File: config.mk
export PLATFORM = sky130hd
export DESIGN_NAME = wheel_speed_from_pulse_period
export DESIGN_NICKNAME = d
export VERILOG_FILES = /design/src/rtl/core/wsp_pkg.sv /design/src/rtl/core/wsp_div.sv /design/src/rtl/core/wheel_speed_from_pulse_period.sv
export SDC_FILE = /design/constraint.sdc
export NUM_CORES = 1
export LEC_CHECK = 0
export ABC_AREA = 1
export BUFFER_PORTS_ARGS = -buffer_cell sky130_fd_sc_hd__buf_2
export CORE_UTILIZATION = 54
export CTS_CLUSTER_SIZE = 28
export DETAILED_ROUTE_END_ITERATION = 10
export PLACE_DENSITY = 0.72
export SYNTH_ARGS = -nofsm -noshare
export SYNTH_HDL_FRONTEND = slang
export SYNTH_SLANG_ARGS = --single-unit
File: constraint.sdc
create_clock -name clk -period 5.9 [get_ports clk]
set_input_delay 0.885 -clock clk [delete_from_list [all_inputs] [get_ports clk]]
set_output_delay 0.885 -clock clk [all_outputs]
set_load 0.05 [all_outputs]
File: src/rtl/core/wsp_pkg.sv
package wsp_pkg;

    localparam int TIME_W    = 32;
    localparam int CONST_W   = 32;
    localparam int SPEED_W   = 24;
    localparam int FRAC_BITS = 8;
    localparam int DIV_STEPS = CONST_W;
    localparam int CNT_W     = $clog2(DIV_STEPS);

    localparam logic [CONST_W-1:0] FRONT_CONST_RST = CONST_W'(72546458);
    localparam logic [CONST_W-1:0] REAR_CONST_RST  = CONST_W'(233736448);
    localparam logic [SPEED_W-1:0] SPEED_MAX       = '1;

    // register indexes on the configuration port
    localparam logic REG_FRONT_CONST = 1'b0;
    localparam logic REG_REAR_CONST  = 1'b1;

    // input kinds
    localparam logic ACT_PULSE = 1'b0;
    localparam logic ACT_QUERY = 1'b1;

endpackage

File: src/rtl/core/wsp_div.sv
module wsp_div (
    input  logic                        clk,
    input  logic                        rst_n,
    input  logic                        start,
    input  logic [wsp_pkg::CONST_W-1:0] dividend,
    input  logic [wsp_pkg::CONST_W-1:0] divisor,
    output logic                        done,
    output logic [wsp_pkg::CONST_W-1:0] quotient
);
    import wsp_pkg::*;

    // restoring radix-2 divider, one quotient bit per cycle
    logic                 busy_reg;
    logic                 done_reg;
    logic [CNT_W-1:0]     cnt_reg;
    logic [CONST_W-1:0]   rem_reg;
    logic [CONST_W-1:0]   quo_reg;
    logic [CONST_W-1:0]   dsr_reg;

    logic [CONST_W:0]     rem_shift;
    logic [CONST_W:0]     diff;
    logic                 fits;

    assign rem_shift = {rem_reg, quo_reg[CONST_W-1]};
    assign diff      = rem_shift - {1'b0, dsr_reg};
    assign fits      = !diff[CONST_W];

    always_ff @(posedge clk or negedge rst_n)
    begin
        if (!rst_n)
        begin
            busy_reg <= 1'b0;
            done_reg <= 1'b0;
            cnt_reg  <= '0;
        end
        else
        begin
            done_reg <= 1'b0;
            if (start)
            begin
                busy_reg <= 1'b1;
                cnt_reg  <= '0;
            end
            else if (busy_reg)
            begin
                cnt_reg <= cnt_reg + CNT_W'(1);
                if (cnt_reg == CNT_W'(DIV_STEPS - 1))
                begin
                    busy_reg <= 1'b0;
                    done_reg <= 1'b1;
                end
            end
        end
    end

    always_ff @(posedge clk)
    begin
        if (start)
        begin
            rem_reg <= '0;
            quo_reg <= dividend;
            dsr_reg <= divisor;
        end
        else if (busy_reg)
        begin
            rem_reg <= fits ? diff[CONST_W-1:0] : rem_shift[CONST_W-1:0];
            quo_reg <= {quo_reg[CONST_W-2:0], fits};
        end
    end

    assign done     = done_reg;
    assign quotient = quo_reg;

endmodule

File: src/rtl/core/wheel_speed_from_pulse_period.sv
// Wheel speed from magnet pulse period. A pulse request (tuser[0] = 0) stores the wrapping
// time since the previous pulse as the period; it gives no result. A query request
// (tuser[0] = 1, tuser[1] picks the front constant) returns constant / period in 1/256 MPH,
// saturated to 24 bits, or zero with the stopped flag when no period is held or the time
// since the last pulse reaches constant >> 8. A query that runs the divider passes through
// the check state, 32 steps of the restoring divider, the capture of the quotient and the
// hand-over to the output register, which waits until the output is free; a stopped query
// skips the divider. The input opens again with the hand-over. One request is worked on at
// a time; the result register lets the next request in while a result waits downstream. The
// user writes constants through the cfg port only while idle; the block does not enforce it.
module wheel_speed_from_pulse_period (
    input  logic                        clk,
    input  logic                        rst_n,
    input  logic                        cfg_wen,
    input  logic                        cfg_addr,
    input  logic [wsp_pkg::CONST_W-1:0] cfg_wdata,
    input  logic                        s_tvalid,
    output logic                        s_tready,
    input  logic [31:0]                 s_tdata,   // [31:0] time_us
    input  logic [1:0]                  s_tuser,   // [0] action, [1] front_wheel
    output logic                        m_tvalid,
    input  logic                        m_tready,
    output logic [23:0]                 m_tdata,   // [23:0] speed_q8
    output logic                        m_tuser    // [0] stopped
);
    import wsp_pkg::*;

    typedef enum logic [1:0] {
        ST_IDLE,
        ST_CHECK,
        ST_DIVIDE,
        ST_DONE
    } state_t;

    state_t               state_reg;
    logic [CONST_W-1:0]   front_const_reg;
    logic [CONST_W-1:0]   rear_const_reg;
    logic [TIME_W-1:0]    last_pulse_reg;
    logic [TIME_W-1:0]    period_reg;
    logic [TIME_W-1:0]    time_reg;
    logic [CONST_W-1:0]   k_reg;
    logic [SPEED_W-1:0]   res_speed_reg;
    logic                 res_stop_reg;
    logic                 m_tvalid_reg;
    logic [SPEED_W-1:0]   m_speed_reg;
    logic                 m_stop_reg;

    logic                 in_acc;
    logic [TIME_W-1:0]    since;
    logic                 stall;
    logic                 div_start;
    logic                 div_done;
    logic [CONST_W-1:0]   div_quo;
    logic [SPEED_W-1:0]   quo_sat;
    logic                 out_free;

    assign s_tready = (state_reg == ST_IDLE);
    assign in_acc   = s_tvalid && s_tready;
    assign out_free = !m_tvalid_reg || m_tready;

    assign since     = time_reg - last_pulse_reg;
    assign stall     = (period_reg == '0) || (since >= (k_reg >> FRAC_BITS));
    assign div_start = (state_reg == ST_CHECK) && !stall;
    assign quo_sat   = (div_quo[CONST_W-1:SPEED_W] != '0) ? SPEED_MAX
                                                           : div_quo[SPEED_W-1:0];

    wsp_div u_div (
        .clk      (clk),
        .rst_n    (rst_n),
        .start    (div_start),
        .dividend (k_reg),
        .divisor  (period_reg),
        .done     (div_done),
        .quotient (div_quo)
    );

    always_ff @(posedge clk or negedge rst_n)
    begin
        if (!rst_n)
        begin
            front_const_reg <= FRONT_CONST_RST;
            rear_const_reg  <= REAR_CONST_RST;
        end
        else if (cfg_wen)
        begin
            unique case (cfg_addr)
                REG_FRONT_CONST: front_const_reg <= cfg_wdata;
                REG_REAR_CONST:  rear_const_reg  <= cfg_wdata;
                default:         ;
            endcase
        end
    end

    always_ff @(posedge clk or negedge rst_n)
    begin
        if (!rst_n)
        begin
            last_pulse_reg <= '0;
            period_reg     <= '0;
        end
        else if (in_acc && (s_tuser[0] == ACT_PULSE))
        begin
            period_reg     <= s_tdata - last_pulse_reg;
            last_pulse_reg <= s_tdata;
        end
    end

    always_ff @(posedge clk)
    begin
        if (in_acc)
        begin
            time_reg <= s_tdata;
            k_reg    <= s_tuser[1] ? front_const_reg : rear_const_reg;
        end
    end

    always_ff @(posedge clk or negedge rst_n)
    begin
        if (!rst_n)
        begin
            state_reg     <= ST_IDLE;
            m_tvalid_reg  <= 1'b0;
            m_speed_reg   <= '0;
            m_stop_reg    <= 1'b0;
            res_speed_reg <= '0;
            res_stop_reg  <= 1'b0;
        end
        else
        begin
            if (m_tvalid_reg && m_tready)
            begin
                m_tvalid_reg <= 1'b0;
            end
            unique case (state_reg)
                ST_IDLE:
                begin
                    if (in_acc && (s_tuser[0] == ACT_QUERY))
                    begin
                        state_reg <= ST_CHECK;
                    end
                end
                ST_CHECK:
                begin
                    if (stall)
                    begin
                        res_speed_reg <= '0;
                        res_stop_reg  <= 1'b1;
                        state_reg     <= ST_DONE;
                    end
                    else
                    begin
                        state_reg <= ST_DIVIDE;
                    end
                end
                ST_DIVIDE:
                begin
                    if (div_done)
                    begin
                        res_speed_reg <= quo_sat;
                        res_stop_reg  <= 1'b0;
                        state_reg     <= ST_DONE;
                    end
                end
                ST_DONE:
                begin
                    if (out_free)
                    begin
                        m_tvalid_reg <= 1'b1;
                        m_speed_reg  <= res_speed_reg;
                        m_stop_reg   <= res_stop_reg;
                        state_reg    <= ST_IDLE;
                    end
                end
                default:
                begin
                    state_reg <= ST_IDLE;
                end
            endcase
        end
    end

    assign m_tvalid = m_tvalid_reg;
    assign m_tdata  = m_speed_reg;
    assign m_tuser  = m_stop_reg;

`ifndef ASSERT_OFF
    // a query holds the input side closed while it is worked on
    a_query_blocks: assert property (@(posedge clk) disable iff (!rst_n)
        (in_acc && (s_tuser[0] == ACT_QUERY)) |=> !s_tready)
        else $error("input taken during a query");

    // divider result only arrives while the sequencer waits for it
    a_div_done_state: assert property (@(posedge clk) disable iff (!rst_n)
        div_done |-> (state_reg == ST_DIVIDE))
        else $error("divider done outside divide state");

    // a stopped result always carries zero speed
    a_stop_zero: assert property (@(posedge clk) disable iff (!rst_n)
        (m_tvalid_reg && m_stop_reg) |-> (m_speed_reg == '0))
        else $error("stopped result with non-zero speed");
`endif

endmodule
# [Yosys cells after proc, flatten, opt, wreduce, memory -nomap -nowiden]
# Index checks and enable logic that the tools add are counted.
[word_totals] reg_bits=348 inputBits=72 out_inout_bits=27 elab_cells=80
[classes] n_reduce_logical=20 order_cmp=1 add_sub_neg=4 n_eq_ne=8 muxes=27 bitwise_logic=2
[ops] op="2-to-1 mux 32 bit" n=4
[ops] op="2-to-1 mux 24 bit" n=3
[ops] op="subtractor 32 bit" n=2
[ops] op="case mux 24 bit (2 select lines)" n=1
[ops] op="subtractor 33 x 32 -> 33 bit" n=1
[ops] op=">= comparator 32 x 24 -> 1 bit" n=1
[ops] op="zero test 32 bit" n=1
[ops] op="2-to-1 mux 1 bit" n=12
[ops] op="2-to-1 mux 5 bit" n=2
[ops] op="case mux 2 bit (4 select lines)" n=1
[ops] op="nonzero test 8 bit" n=1
[ops] op="2-to-1 mux 2 bit" n=3
[ops] op="AND reduction 2 bit" n=3
[ops] op="AND reduction 3 bit" n=2
[ops] op="adder 5 x 1 -> 5 bit, second input constant" n=1
[ops] op="equality test 5 bit, second input constant" n=1
[ops] op="logical AND 1 bit" n=5
[ops] op="equality test 2 bit, second input constant" n=2
[ops] op="inequality test 2 x 1 -> 1 bit, second input constant" n=2
[ops] op="inequality test 2 bit, second input constant" n=2
[ops] op="nonzero test 2 bit" n=2
[ops] op="zero test 1 bit" n=3
[ops] op="equality test 2 x 1 -> 1 bit, second input constant" n=1
[ops] op="zero test 2 bit" n=1
[ops] op="3 further kinds" n=5

# [Logic depth before layout (Yosys ltp)]
[logic_depth] ltp_word=6 ltp_mapped=29 depth_no_buf=28

# [By module]
# A second synthesis with hierarchy kept.
[hier_totals] cells_unflattened=2745 hier_area_um2=21110.2
[modules_own_cells] mod="wheel_speed_from_pulse_period" area_each_um2=14224.9 seq_area_each_um2=6482.5 n_inst=1 cells_each=1716
[modules_own_cells] mod="wsp_div" area_each_um2=6885.4 seq_area_each_um2=2737.6 n_inst=1 cells_each=1029

# [Least setup slack after synthesis]
# Ideal clock, no wire load.
[synth_timing] path_kind="register to register" start="register time_reg[0]" end="register u_div.quo_reg[0] (netlist: u_div.quotient[0]) (enable)" setup_ns=0.389 period_less_slack_ns=4.376 path_buffers=2 slack_ns=1.524 required_time_ns=5.511 stages_incl_launch_ff=29 t_arrival_ns=3.987 cell_sequence="edfxtp_1 -> inv_1 -> ha_1 -> inv_1 -> fa_1 -> nand3_1 -> nand3_1 -> nand2_1 -> nand2_1 -> nand2_1 -> nand2_1 -> a21oi_1 -> nor2_1 -> nor2_1 -> xnor2_1 -> ha_1 -> nand2_1 -> inv_1 -> nand2_1 -> nand2_1 -> nand2_1 -> nand3_1 -> a21oi_1 -> nand3_1 -> nor2_2 -> nand4_4 -> buf_6 -> buf_2 -> nand2_1"
[synth_between] elab_chain_len=6
[synth_lines] item="start: declaration" line_no="wheel_speed_from_pulse_period.sv:40" source="logic [TIME_W-1:0] time_reg;"
[synth_lines] item="start signal: assignment" line_no="wheel_speed_from_pulse_period.sv:112" source="time_reg <= s_tdata;"
[synth_lines] item="subtractor 32 bit" line_no="wheel_speed_from_pulse_period.sv:61" source="assign since = time_reg - last_pulse_reg;"
[synth_lines] item=">= comparator 32 x 24 -> 1 bit" line_no="wheel_speed_from_pulse_period.sv:62" source="assign stall = (period_reg == '0) || (since >= (k_reg >> FRAC_BITS));"
[synth_lines] item="logical OR 1 bit" line_no="wheel_speed_from_pulse_period.sv:62"
[synth_lines] item="zero test 1 bit" line_no="wheel_speed_from_pulse_period.sv:63" source="assign div_start = (state_reg == ST_CHECK) && !stall;"
[synth_lines] item="logical AND 1 bit" line_no="wheel_speed_from_pulse_period.sv:63"
[synth_lines] item="nonzero test 2 bit (no line)"
[synth_lines] item="end signal: assignment" line_no="wsp_div.sv:61" source="quo_reg <= dividend;"
[synth_lines] item="end signal: assignment" line_no="wsp_div.sv:67" source="quo_reg <= {quo_reg[CONST_W-2:0], fits};"
[synth_lines] item="end: declaration" line_no="wsp_div.sv:17" source="logic [CONST_W-1:0] quo_reg;"
# No other way between the ends.
# A chain may end at the register's enable or synchronous reset.

# [Final worst setup path]
[layout_timing] start="register time_reg[0]" end="register res_speed_reg[18]"
[layout_between] elab_chain_len=5
[layout_lines] item="subtractor 32 bit" line_no="wheel_speed_from_pulse_period.sv:61"
[layout_lines] item=">= comparator 32 x 24 -> 1 bit" line_no="wheel_speed_from_pulse_period.sv:62"
[layout_lines] item="logical OR 1 bit" line_no="wheel_speed_from_pulse_period.sv:62"
[layout_lines] item="inequality test 2 bit (no line)"
[layout_lines] item="AND reduction 3 bit (no line)"
[layout_lines] item="end signal: assignment" line_no="wheel_speed_from_pulse_period.sv:159" source="res_speed_reg <= quo_sat;"
[layout_lines] item="end: declaration" line_no="wheel_speed_from_pulse_period.sv:42" source="logic [SPEED_W-1:0] res_speed_reg;"
# No other way between the ends.

==> flow_metrics.env <==
export IMPL_run_status="finished, final reports clean"
export IMPL_globalRouteOverflowTotal=0
export IMPL_post_route_cells_drive_above_1_share_pct=10.2
export IMPL_synth_enable_flop_cells=128
export IMPL_slowest_delay_ns=0.43
export IMPL_dieArea_sq_um=38800
export IMPL_hold_class="in2async"
export IMPL_detailroute_via_count=16900
export IMPL_dp_hpwl_mm=38.3
export IMPL_finalClockSkew_ns=0.0276
export IMPL_worst_skew_pair_late_latency_ns=0.57
export IMPL_post_synth_cell_area_avg_sq_um=7.91
export IMPL_area_delta_synth_final_pct=11.0
export IMPL_maximum_root_to_sink_buffer_count=3
export IMPL_fmax_mhz=228
export IMPL_routed_wire_length_per_instance_um=15.7
export IMPL_io_pins=99
export IMPL_fp_coreArea_sq_um=37600
export IMPL_setup_worst_path_start_class="flip-flop"
export IMPL_first_global_vias=16300
export IMPL_tightest_slew_ns=1.02
export IMPL_io_buffers=98
export IMPL_tritoncts_num_buffers=39
export IMPL_crit_path_frequent_cell="sky130_fd_sc_hd__nand2_1"
export IMPL_netlist_instances=2597
export IMPL_postCtsResizedCells=0
export IMPL_power_per_cell_area_nw_per_um2=472
export IMPL_ctsHoldBuffers=0
export IMPL_synth_warning_count=0
export IMPL_synth_seq_cells=348
export IMPL_number_of_maximum_capacitance_violations=0
export IMPL_tns_ns=0
export IMPL_root_buffer="sky130_fd_sc_hd__clkbuf_16"
export IMPL_final_period_minus_worst_setup_slack_ns=4.38
export IMPL_ir_worst_vdd_mv=0.308
export IMPL_synthesis_nets=2796
export IMPL_leakagePower_uw=0.0117
export IMPL_per_cell_via_count_in_the_routed_design=5.25
export IMPL_die_width_um=197
export IMPL_syn_cell_area_sq_um=20500
export IMPL_drt_pass1_iterations=6
export IMPL_library_cells_used_by_synthesis=43
export IMPL_finalHoldViolCount=0
export IMPL_antenna_left=0
export IMPL_slew_limit_headroom_pct=31.8
export IMPL_grt_usage_pct=27.1
export IMPL_setup_violations=0
export IMPL_cp_data_required_time_ns=6.41
export IMPL_fillers=3362
export IMPL_start_util_pct=54.7
export IMPL_tritoncts_clock_tree="yes"
export IMPL_period_share_pct=74.3
export IMPL_timing_max_transition_violations_final=0
export IMPL_worstSetupEndpointType="flip-flop"
export IMPL_layout_cells_most_common="sky130_fd_sc_hd__nand2_1"
export IMPL_floorplan_rows=71
export IMPL_synth_ff_type="sky130_fd_sc_hd__dfrtp_1"
export IMPL_grt_setup_unrepaired="no"
export IMPL_regToRegStartpoint="time_reg[0]$_DFFE_PP_"
export IMPL_finalPower_uw=10800
export IMPL_async_reset_ff_share_pct=54.0
export IMPL_cts_htree_levels=2
export IMPL_post_cts_setup_buffers=0
export IMPL_critical_path_startpoint="time_reg[0]$_DFFE_PP_"
export IMPL_cts_sinks=348
export IMPL_final_cell_mix="sky130_fd_sc_hd__nand2_1, sky130_fd_sc_hd__inv_1, sky130_fd_sc_hd__nor2_1"
export IMPL_path_clk_slew_ns=0.06
export IMPL_remaining_drc_errors=0
export IMPL_die_height_um=197
export IMPL_drt_first_iter_violations=1260
export IMPL_routed_wirelength_mm=50.8
export IMPL_grt_pass1_wl_mm=83.2
export IMPL_worst_setup_path_type="reg2reg"
export IMPL_crit_slowest_cell="sky130_fd_sc_hd__fa_1"
export IMPL_worstPathArrival_ns=4.89
export IMPL_layout_nets=2882
export IMPL_seq_area_frac_synth_pct=44.9
export IMPL_gp_congestion=0.983
export IMPL_grt_max_degree=79
export IMPL_antenna_found_initial=1
export IMPL_critPathMaxFanout=30
cell families after synthesis:
family | after synthesis | share of synthesized area [%]
adder cells (fa/ha/maj) | 127 | 7.84
XOR/XNOR | 65 | 2.77
AO/OA/AOI/OAI | 350 | 9.27
multiplexers | 57 | 3.12
AND/OR/NAND/NOR | 1184 | 23.4
buffers and inverters | 466 | 8.73
flip-flops | 348 | 44.9
layout make-up:
| cell class | instances | area [sq um] | area share [%] |
|---|---|---|---|
| diodes | 1 | 2.50 | 0.0110 |
| clock buffers | 55 | 1130 | 4.94 |
| clock inverters | 16 | 163 | 0.713 |
| inverters | 397 | 1490 | 6.54 |
| multi-input cells | 1783 | 9540 | 41.8 |
| flip-flops and latches | 348 | 9220 | 40.4 |
| well taps | 511 | 639 | 2.80 |
| repair buffers | 114 | 619 | 2.72 |
final timing paths:
| check | slack [ns] | end | depth (start not counted) |
|---|---|---|---|
| max | 1.52 | res_speed_reg[18]$_DFFE_PN0P_ | 29 |
| max reg2reg | 1.52 | res_speed_reg[18]$_DFFE_PN0P_ | 29 |
| min in group clk | 0.46 | u_div.dsr_reg[21]$_DFFE_PN_ | 0 |
| min reg2reg | 0.46 | u_div.dsr_reg[21]$_DFFE_PN_ | 0 |
| max in group asynchronous | 4.28 | m_tdata[23]$_DFFE_PN0P_ | 2 |
| min | 0.36 | front_const_reg[21]$_DFFE_PN0P_ | 1 |
worst max-delay path, delay by kind of cell (launching register included):
kind                     cells  cell delay (ns)
AO/OA/AOI/OAI                2             0.33
XOR/XNOR                     1             0.13
adder cells (fa/ha/maj)      3             0.82
buffers and inverters        4             0.50
flip-flops                   1             0.36
AND/OR/NAND/NOR             19             2.18
synth_stat cells (23+ instances only):
cell type,instances,share of area (%)
sky130_fd_sc_hd__nand2_1,737,13
sky130_fd_sc_hd__inv_1,390,7.1
sky130_fd_sc_hd__nor2_1,228,4.2
sky130_fd_sc_hd__o21ai_0,168,4.1
sky130_fd_sc_hd__dfrtp_1,163,20
sky130_fd_sc_hd__nand3_1,156,3.8
sky130_fd_sc_hd__edfxtp_1,128,19
sky130_fd_sc_hd__ha_1,124,7.6
sky130_fd_sc_hd__a21oi_1,108,2.6
sky130_fd_sc_hd__mux2_2,57,3.1
sky130_fd_sc_hd__clkbuf_1,45,0.82
sky130_fd_sc_hd__xor2_1,42,1.8
sky130_fd_sc_hd__dfxtp_1,32,3.1
sky130_fd_sc_hd__dfstp_2,25,3.2
sky130_fd_sc_hd__a31oi_1,24,0.73
sky130_fd_sc_hd__xnor2_1,23,0.98
report_power, final:
group,switching (uW),internal (uW)
clock,1000,1390
combinational,3270,1640
sequential,288,3170
total,4560,6200
through the flow:
stage / utilization [%] / area, sq um / hold WS (ns) / instances / worst slack, ns
after global placement: 57.2 / 21500 / 0.456 / 3153 / 1.67
after detailed placement: 57.2 / 21500 / 0.460 / 3153 / 1.56
final: 60.7 / 22800 / 0.359 / 3225 / 1.52
after global routing: 60.7 / 22800 / 0.401 / 3225 / 1.01
after CTS: 60.7 / 22800 / 0.364 / 3224 / 1.50
after floorplan: - / 20500 / 0.438 / 2597 / 1.52
metal layers:
layer	share of wire (%)	global-route usage [%]
met1	46	38.0
met2	46	43.9
met4	2.4	7.81
met5	0	0
met3	5.6	3.59
Note: power is estimated with default switching activity, not from simulation.
